==> src/sv/hecm_pkg.sv <==
// Package for the histogram-equalized colormap unit.
// Holds opcode codes, register indexes, widths, limits and the sequencer state type.
// No dependencies.
`default_nettype none
package hecm_pkg;

    localparam int unsigned CNT_W = 23;
    localparam int unsigned CYCLE = 1000;
    localparam int unsigned CYC_W = 10;
    localparam int unsigned MAX_PIXELS = 4194304;

    // 2^28/1000 rounded up: exact floor division by 1000 for products below 2^18
    localparam int unsigned FM_W = 28;
    localparam logic [FM_W-1:0] RECIP = 28'd268436;

    typedef enum logic [1:0] {
        FN_CLEAR = 2'd0,
        FN_COUNT = 2'd1,
        FN_FINAL = 2'd2,
        FN_COLOR = 2'd3
    } t_func;

    localparam logic [2:0] REG_MAX_ITER = 3'd0;
    localparam logic [2:0] REG_COLOR_CNT = 3'd1;
    localparam logic [2:0] REG_COLOR_0 = 3'd2;
    localparam logic [2:0] REG_COLOR_5 = 3'd7;

    typedef enum logic [3:0] {
        ST_INIT,
        ST_IDLE,
        ST_RD,
        ST_WR,
        ST_CLR,
        ST_FIN_RD,
        ST_FIN_WR,
        ST_DIV,
        ST_SEG,
        ST_MUL,
        ST_BLEND,
        ST_OUT
    } t_state;

    // Blend one channel: lo + floor((hi-lo)*frac/1000), truncating toward negative.
    // fm is frac times RECIP; the shift by FM_W finishes the division by 1000.
    function automatic logic [7:0] blend_chan(input logic [7:0] lo, input logic [7:0] hi,
                                              input logic [FM_W-1:0] fm);
        logic [36:0] prod;
        if (hi >= lo) begin
            prod = 37'(hi - lo) * 37'(fm);
            return lo + 8'(prod >> FM_W);
        end else begin
            prod = 37'(lo - hi) * 37'(fm) + 37'(RECIP) * 37'(CYCLE - 1);
            return lo - 8'(prod >> FM_W);
        end
    endfunction

endpackage
`default_nettype wire

==> src/sv/hecm_divider.sv <==
// Restoring divider: quotient of a numerator by the pixel total, one bit a cycle,
// delivered reduced modulo the palette cycle. Depends on hecm_pkg.
`default_nettype none
module hecm_divider
    import hecm_pkg::*;
#(
    parameter int unsigned NUM_W = 33,
    parameter int unsigned DEN_W = 23
) (
    input  wire logic             i_clk,
    input  wire logic             i_rst_n,
    input  wire logic             i_start,
    input  wire logic [NUM_W-1:0] i_num,
    input  wire logic [DEN_W-1:0] i_den,
    output logic                  o_done,
    output logic [CYC_W-1:0]      o_qmod
);
    localparam int unsigned CW = $clog2(NUM_W + 1);

    logic [NUM_W-1:0] r_num;
    logic [DEN_W:0]   r_rem;
    logic [DEN_W-1:0] r_den;
    logic [CW-1:0]    r_cnt;
    logic             r_busy;
    logic [CYC_W-1:0] r_qmod;
    logic [DEN_W:0]   w_trial;
    logic             w_bit;
    logic [CYC_W:0]   w_qm2;

    assign w_trial = {r_rem[DEN_W-1:0], r_num[NUM_W-1]};
    assign w_bit   = (w_trial >= {1'b0, r_den});
    // reduced quotient doubled plus the new bit; below 2000 since r_qmod stays below 1000
    assign w_qm2   = {r_qmod, w_bit};

    always_ff @(posedge i_clk) begin
        if (!i_rst_n) begin
            r_busy <= 1'b0;
            o_done <= 1'b0;
            r_cnt  <= '0;
        end else begin
            o_done <= 1'b0;
            if (i_start) begin
                r_busy <= 1'b1;
                r_cnt  <= CW'(NUM_W);
                r_num  <= i_num;
                r_den  <= i_den;
                r_rem  <= '0;
                r_qmod <= '0;
            end else if (r_busy) begin
                if (w_bit) begin
                    r_rem <= w_trial - {1'b0, r_den};
                    r_num <= {r_num[NUM_W-2:0], 1'b1};
                end else begin
                    r_rem <= w_trial;
                    r_num <= {r_num[NUM_W-2:0], 1'b0};
                end
                if (w_qm2 >= (CYC_W+1)'(CYCLE)) begin
                    r_qmod <= CYC_W'(w_qm2 - (CYC_W+1)'(CYCLE));
                end else begin
                    r_qmod <= w_qm2[CYC_W-1:0];
                end
                r_cnt <= r_cnt - 1'b1;
                if (r_cnt == CW'(1)) begin
                    r_busy <= 1'b0;
                    o_done <= 1'b1;
                end
            end
        end
    end

    assign o_qmod = r_qmod;
endmodule
`default_nettype wire

==> config.mk <==
export PLATFORM = sky130hd
export DESIGN_NAME = hecm_divider
export DESIGN_NICKNAME = d
export VERILOG_FILES = /design/src/sv/hecm_pkg.sv /design/src/sv/hecm_divider.sv
export SDC_FILE = /design/constraint.sdc
export NUM_CORES = 1
export LEC_CHECK = 0
export BUFFER_PORTS_ARGS = -buffer_cell sky130_fd_sc_hd__clkbuf_2
export CAP_MARGIN = 10
export CORE_UTILIZATION = 63
export CTS_CLUSTER_DIAMETER = 30
export DETAILED_ROUTE_END_ITERATION = 8
export PLACE_DENSITY = 0.86
export SYNTH_ARGS = -nofsm -noshare
export SYNTH_HDL_FRONTEND = slang
export SYNTH_SLANG_ARGS = --single-unit
==> constraint.sdc <==
create_clock -name i_clk -period 6.3 [get_ports i_clk]
set_input_delay 0.945 -clock i_clk [delete_from_list [all_inputs] [get_ports i_clk]]
set_output_delay 0.945 -clock i_clk [all_outputs]
set_load 0.1 [all_outputs]
==> impl_metrics.csv <==
group,metric,value,unit
detailed_routing,wirelength,10.70,mm
yosys,syn_avg_cell_area,11.43,um^2
yosys,synth_top_area_frac,0.4883,
setup_path,startpoint,"r_rem[17]",
cells_and_area,finish.net_count,633,
global_routing,grt.overflow.total,0,
timing,finClkSkew,0.01599,ns
clocking,worstSkewPairLatency,0.37,ns
clocking,root_buffer,"clkbuf_8",
clocking,ctsHoldBuffers,0,
setup_path,endpoint_kind,"register",
detailed_routing,routedWlPerCell,16.29,um
cells_and_area,multi_input_area,2420,um^2
detailed_routing,firstDrtPassIters,5,
yosys,synth_flop_cell,"edfxtp_1",
global_routing,grt_use_total,0.2471,
setup_path,r2r-start,"r_rem[17]",
clocking,tritoncts,"done",
setup_path,r2r-end,"r_rem[15]",
worst_hold_path,min_path_type,"reg2reg",
placed_design,hpwlAfterDp,7.493,mm
timing,hold_ws,0.5278,ns
power_and_ir_drop,cellPowerDensity,277.6,nW/um^2
clocking,clock_tree.buffer_depth,2,
setup_path,cp.arrival,3.50,ns
timing,rsz0062_at_grt,"no",
run_status,run_status,"complete, no violations",
cells_and_area,stdcell_count,657,
detailed_routing,viasPerCell,5.959,
cells_and_area,stdcell_area,6072,um^2
detailed_routing,ant_nets,0,
timing,fin_crit_sh,0.5378,
timing,fmax,0.2951,GHz
timing,fin_setup_tns,0,ns
global_routing,grt_pass1_vias,3818,
power_and_ir_drop,swShare,0.3393,
clocking,cts_resized,0,
cells_and_area,fin_util,0.7316,
detailed_routing,drtIter0Drc,169,
yosys,synthArstFlopShare,0,
yosys,synth_top_cell_by_area,"edfxtp_1",
yosys,synth_enable_flop_cells,89,
timing,finalHoldViolCount,0,
flow_run,max_cap_violations,0,
yosys,postSynthCellCount,479,
timing,fin_ws,2.912,ns
yosys,yosysWarningCount,0,
detailed_routing,wl_met1,4.568,mm
placed_design,gp_congestion,0.8981,
setup_path,r2r_slack,2.91,ns
global_routing,grt_pass1_wl,17.12,mm
yosys,netlist_top_cells_area,"edfxtp_1, mux2_2, ha_1",
yosys,netlist_area,5473,um^2
power_and_ir_drop,p_seq_frac,0.476,
power_and_ir_drop,power.net_switching,0.5719,mW
clocking,cts-htree-levels,3,
detailed_routing,vias,3915,
timing,maxSlewHeadroom,0.2361,
yosys,yosysSeqAreaShare,0.5176,
power_and_ir_drop,p_clk_frac,0.233,
setup_path,crit_fanout,19,
yosys,ys_types,61,
setup_path,reg2reg_depth,9,
floorplanning,initial_core_util,0.6594,
floorplanning,fp-row-count,33,
placed_design,place_area,5883,um^2
clocking,path_clk_slew,0.11,ns
timing,worstMarginPinSlew,1.146,ns
placed_design,numPortBuffers,69,
clocking,postCtsSetupRepairBufs,0,
floorplanning,core_area,8299,um^2
cells_and_area,area_growth,10.95,%
timing,drv_slew,0,
detailed_routing,met3WireLength,559,um
detailed_routing,drc,0,
cells_and_area,nFillCells,578,
setup_path,startpoint_type,"register",
floorplanning,dieArea,9064,um^2
cells_and_area,final_cell_mix,"edfxtp_1, clkbuf_2, nand2_1",
cells_and_area,mostFrequentLayoutCell,"edfxtp_1",
setup_path,worst-setup-path-type,"reg2reg",
placed_design,place_ws,2.960,ns
cells_and_area,register_area,2833,um^2
cells_and_area,layout-drive-gt1-share,0.2627,
yosys,synth_nets,565,
detailed_routing,highest_layer,"met4",
floorplanning,ios,70,
setup_path,crit_end,"r_rem[15]",
global_routing,antenna_found_initial,0,
yosys,yosys_register_bits,97,
timing,finalSetupViolCount,0,
power_and_ir_drop,pwr-share-comb,0.292,
detailed_routing,wl_met2,5.496,mm
floorplanning,die_w,95.21,um
timing,finalCriticalPeriod,3.388,ns
floorplanning,die_h,95.21,um
clocking,clock_sinks,97,
power_and_ir_drop,power_leakage,2.428,nW
clocking,cts-buffers-inserted,9,
power_and_ir_drop,intPower,1.114,mW
power_and_ir_drop,total_power,1.686,mW
placed_design,placed_cells,641,
global_routing,grt_start_max_net_pins,57,
setup_path,crit_required,6.42,ns
power_and_ir_drop,ir_drop,0.1969,mV
cells_and_area,n_antenna_cell,0,
## synth_stat cells, drive strengths merged (2+ instances only)
master,count
edfxtp,89
nor2,39
nand2,36
a21oi,35
inv,35
mux2,34
ha,26
a211oi,17
o21ai,17
nor3,12
xnor2,11
nor2b,10
xor2,10
a21o,9
clkbuf,9
nand3,9
dfxtp,8
buf,6
nand2b,6
and2,5
o211ai,5
o21a,5
nor3b,4
a21boi,3
and3,3
o31ai,3
a311o,2
a311oi,2
nand4,2
nor4,2
o21bai,2
or3,2
## routing by layer
layer / GRT usage / vias up
met5: 0 / -
met4: 0.06439 / 0
met3: 0.05423 / 12
met2: 0.4220 / 114
met1: 0.3174 / 1890
li1: - / 1899
## power by group through the flow
stage	combinational (mW)	sequential (mW)	clock [mW]
6_report	0.492	0.802	0.392
2_1_floorplan	0.371	0.842	0
3_5_place_dp	0.484	0.816	0
4_1_cts	0.489	0.802	0.395
3_3_place_gp	0.469	0.813	0
5_1_grt	0.538	0.808	0.424
## worst max-delay path, cell delays in order, from the launching register on
cell and delay [ns]:
edfxtp_1 0.44, ha_1 0.41, nand2_1 0.13, o21ai_1 0.28, o2111ai_1 0.23, a22oi_4 0.26
and2_1 0.57, buf_4 0.40, nor3b_1 0.08, a311o_1 0.33
## layout make-up
class / count / share of cell area
sequential: 97 / 0.4665
multi-input combinational: 332 / 0.3985
timing repair buffer: 72 / 0.06058
inverter: 35 / 0.02164
tap: 105 / 0.02164
clock buffer: 9 / 0.02040
clock inverter: 7 / 0.01072
## registers in the layout (all words and copies together), names as in the netlist
register,count
r_num,33
r_den,23
r_rem,23
o_qmod,10
r_cnt,6
o_done,1
r_busy,1
## worst min path at each step
stage / from / to / slack [ns] / cells past startpoint
after detailed placement: r_cnt[1] / r_cnt[1] / 0.52 / 2
after global placement: r_cnt[1] / r_cnt[1] / 0.48 / 2
after CTS: r_cnt[1] / r_cnt[1] / 0.53 / 2
after floorplan: r_cnt[1] / r_cnt[1] / 0.47 / 2
after global routing: r_cnt[1] / r_cnt[1] / 0.56 / 2
final: r_cnt[1] / r_cnt[1] / 0.53 / 2
## kinds of logic (layout without fill, tap and decap cells)
logic type | count (synthesis) | after routing | share of synthesized area
flip-flops | 97 | 97 | 0.5176
buffers and inverters | 50 | 123 | 0.04047
XOR/XNOR | 21 | 21 | 0.03361
adder cells (fa/ha/maj) | 27 | 27 | 0.06310
AO/OA/AOI/OAI | 111 | 111 | 0.1459
multiplexers | 35 | 35 | 0.07179
AND/OR/NAND/NOR | 138 | 138 | 0.1276
(Power assumes the default switching activity.)
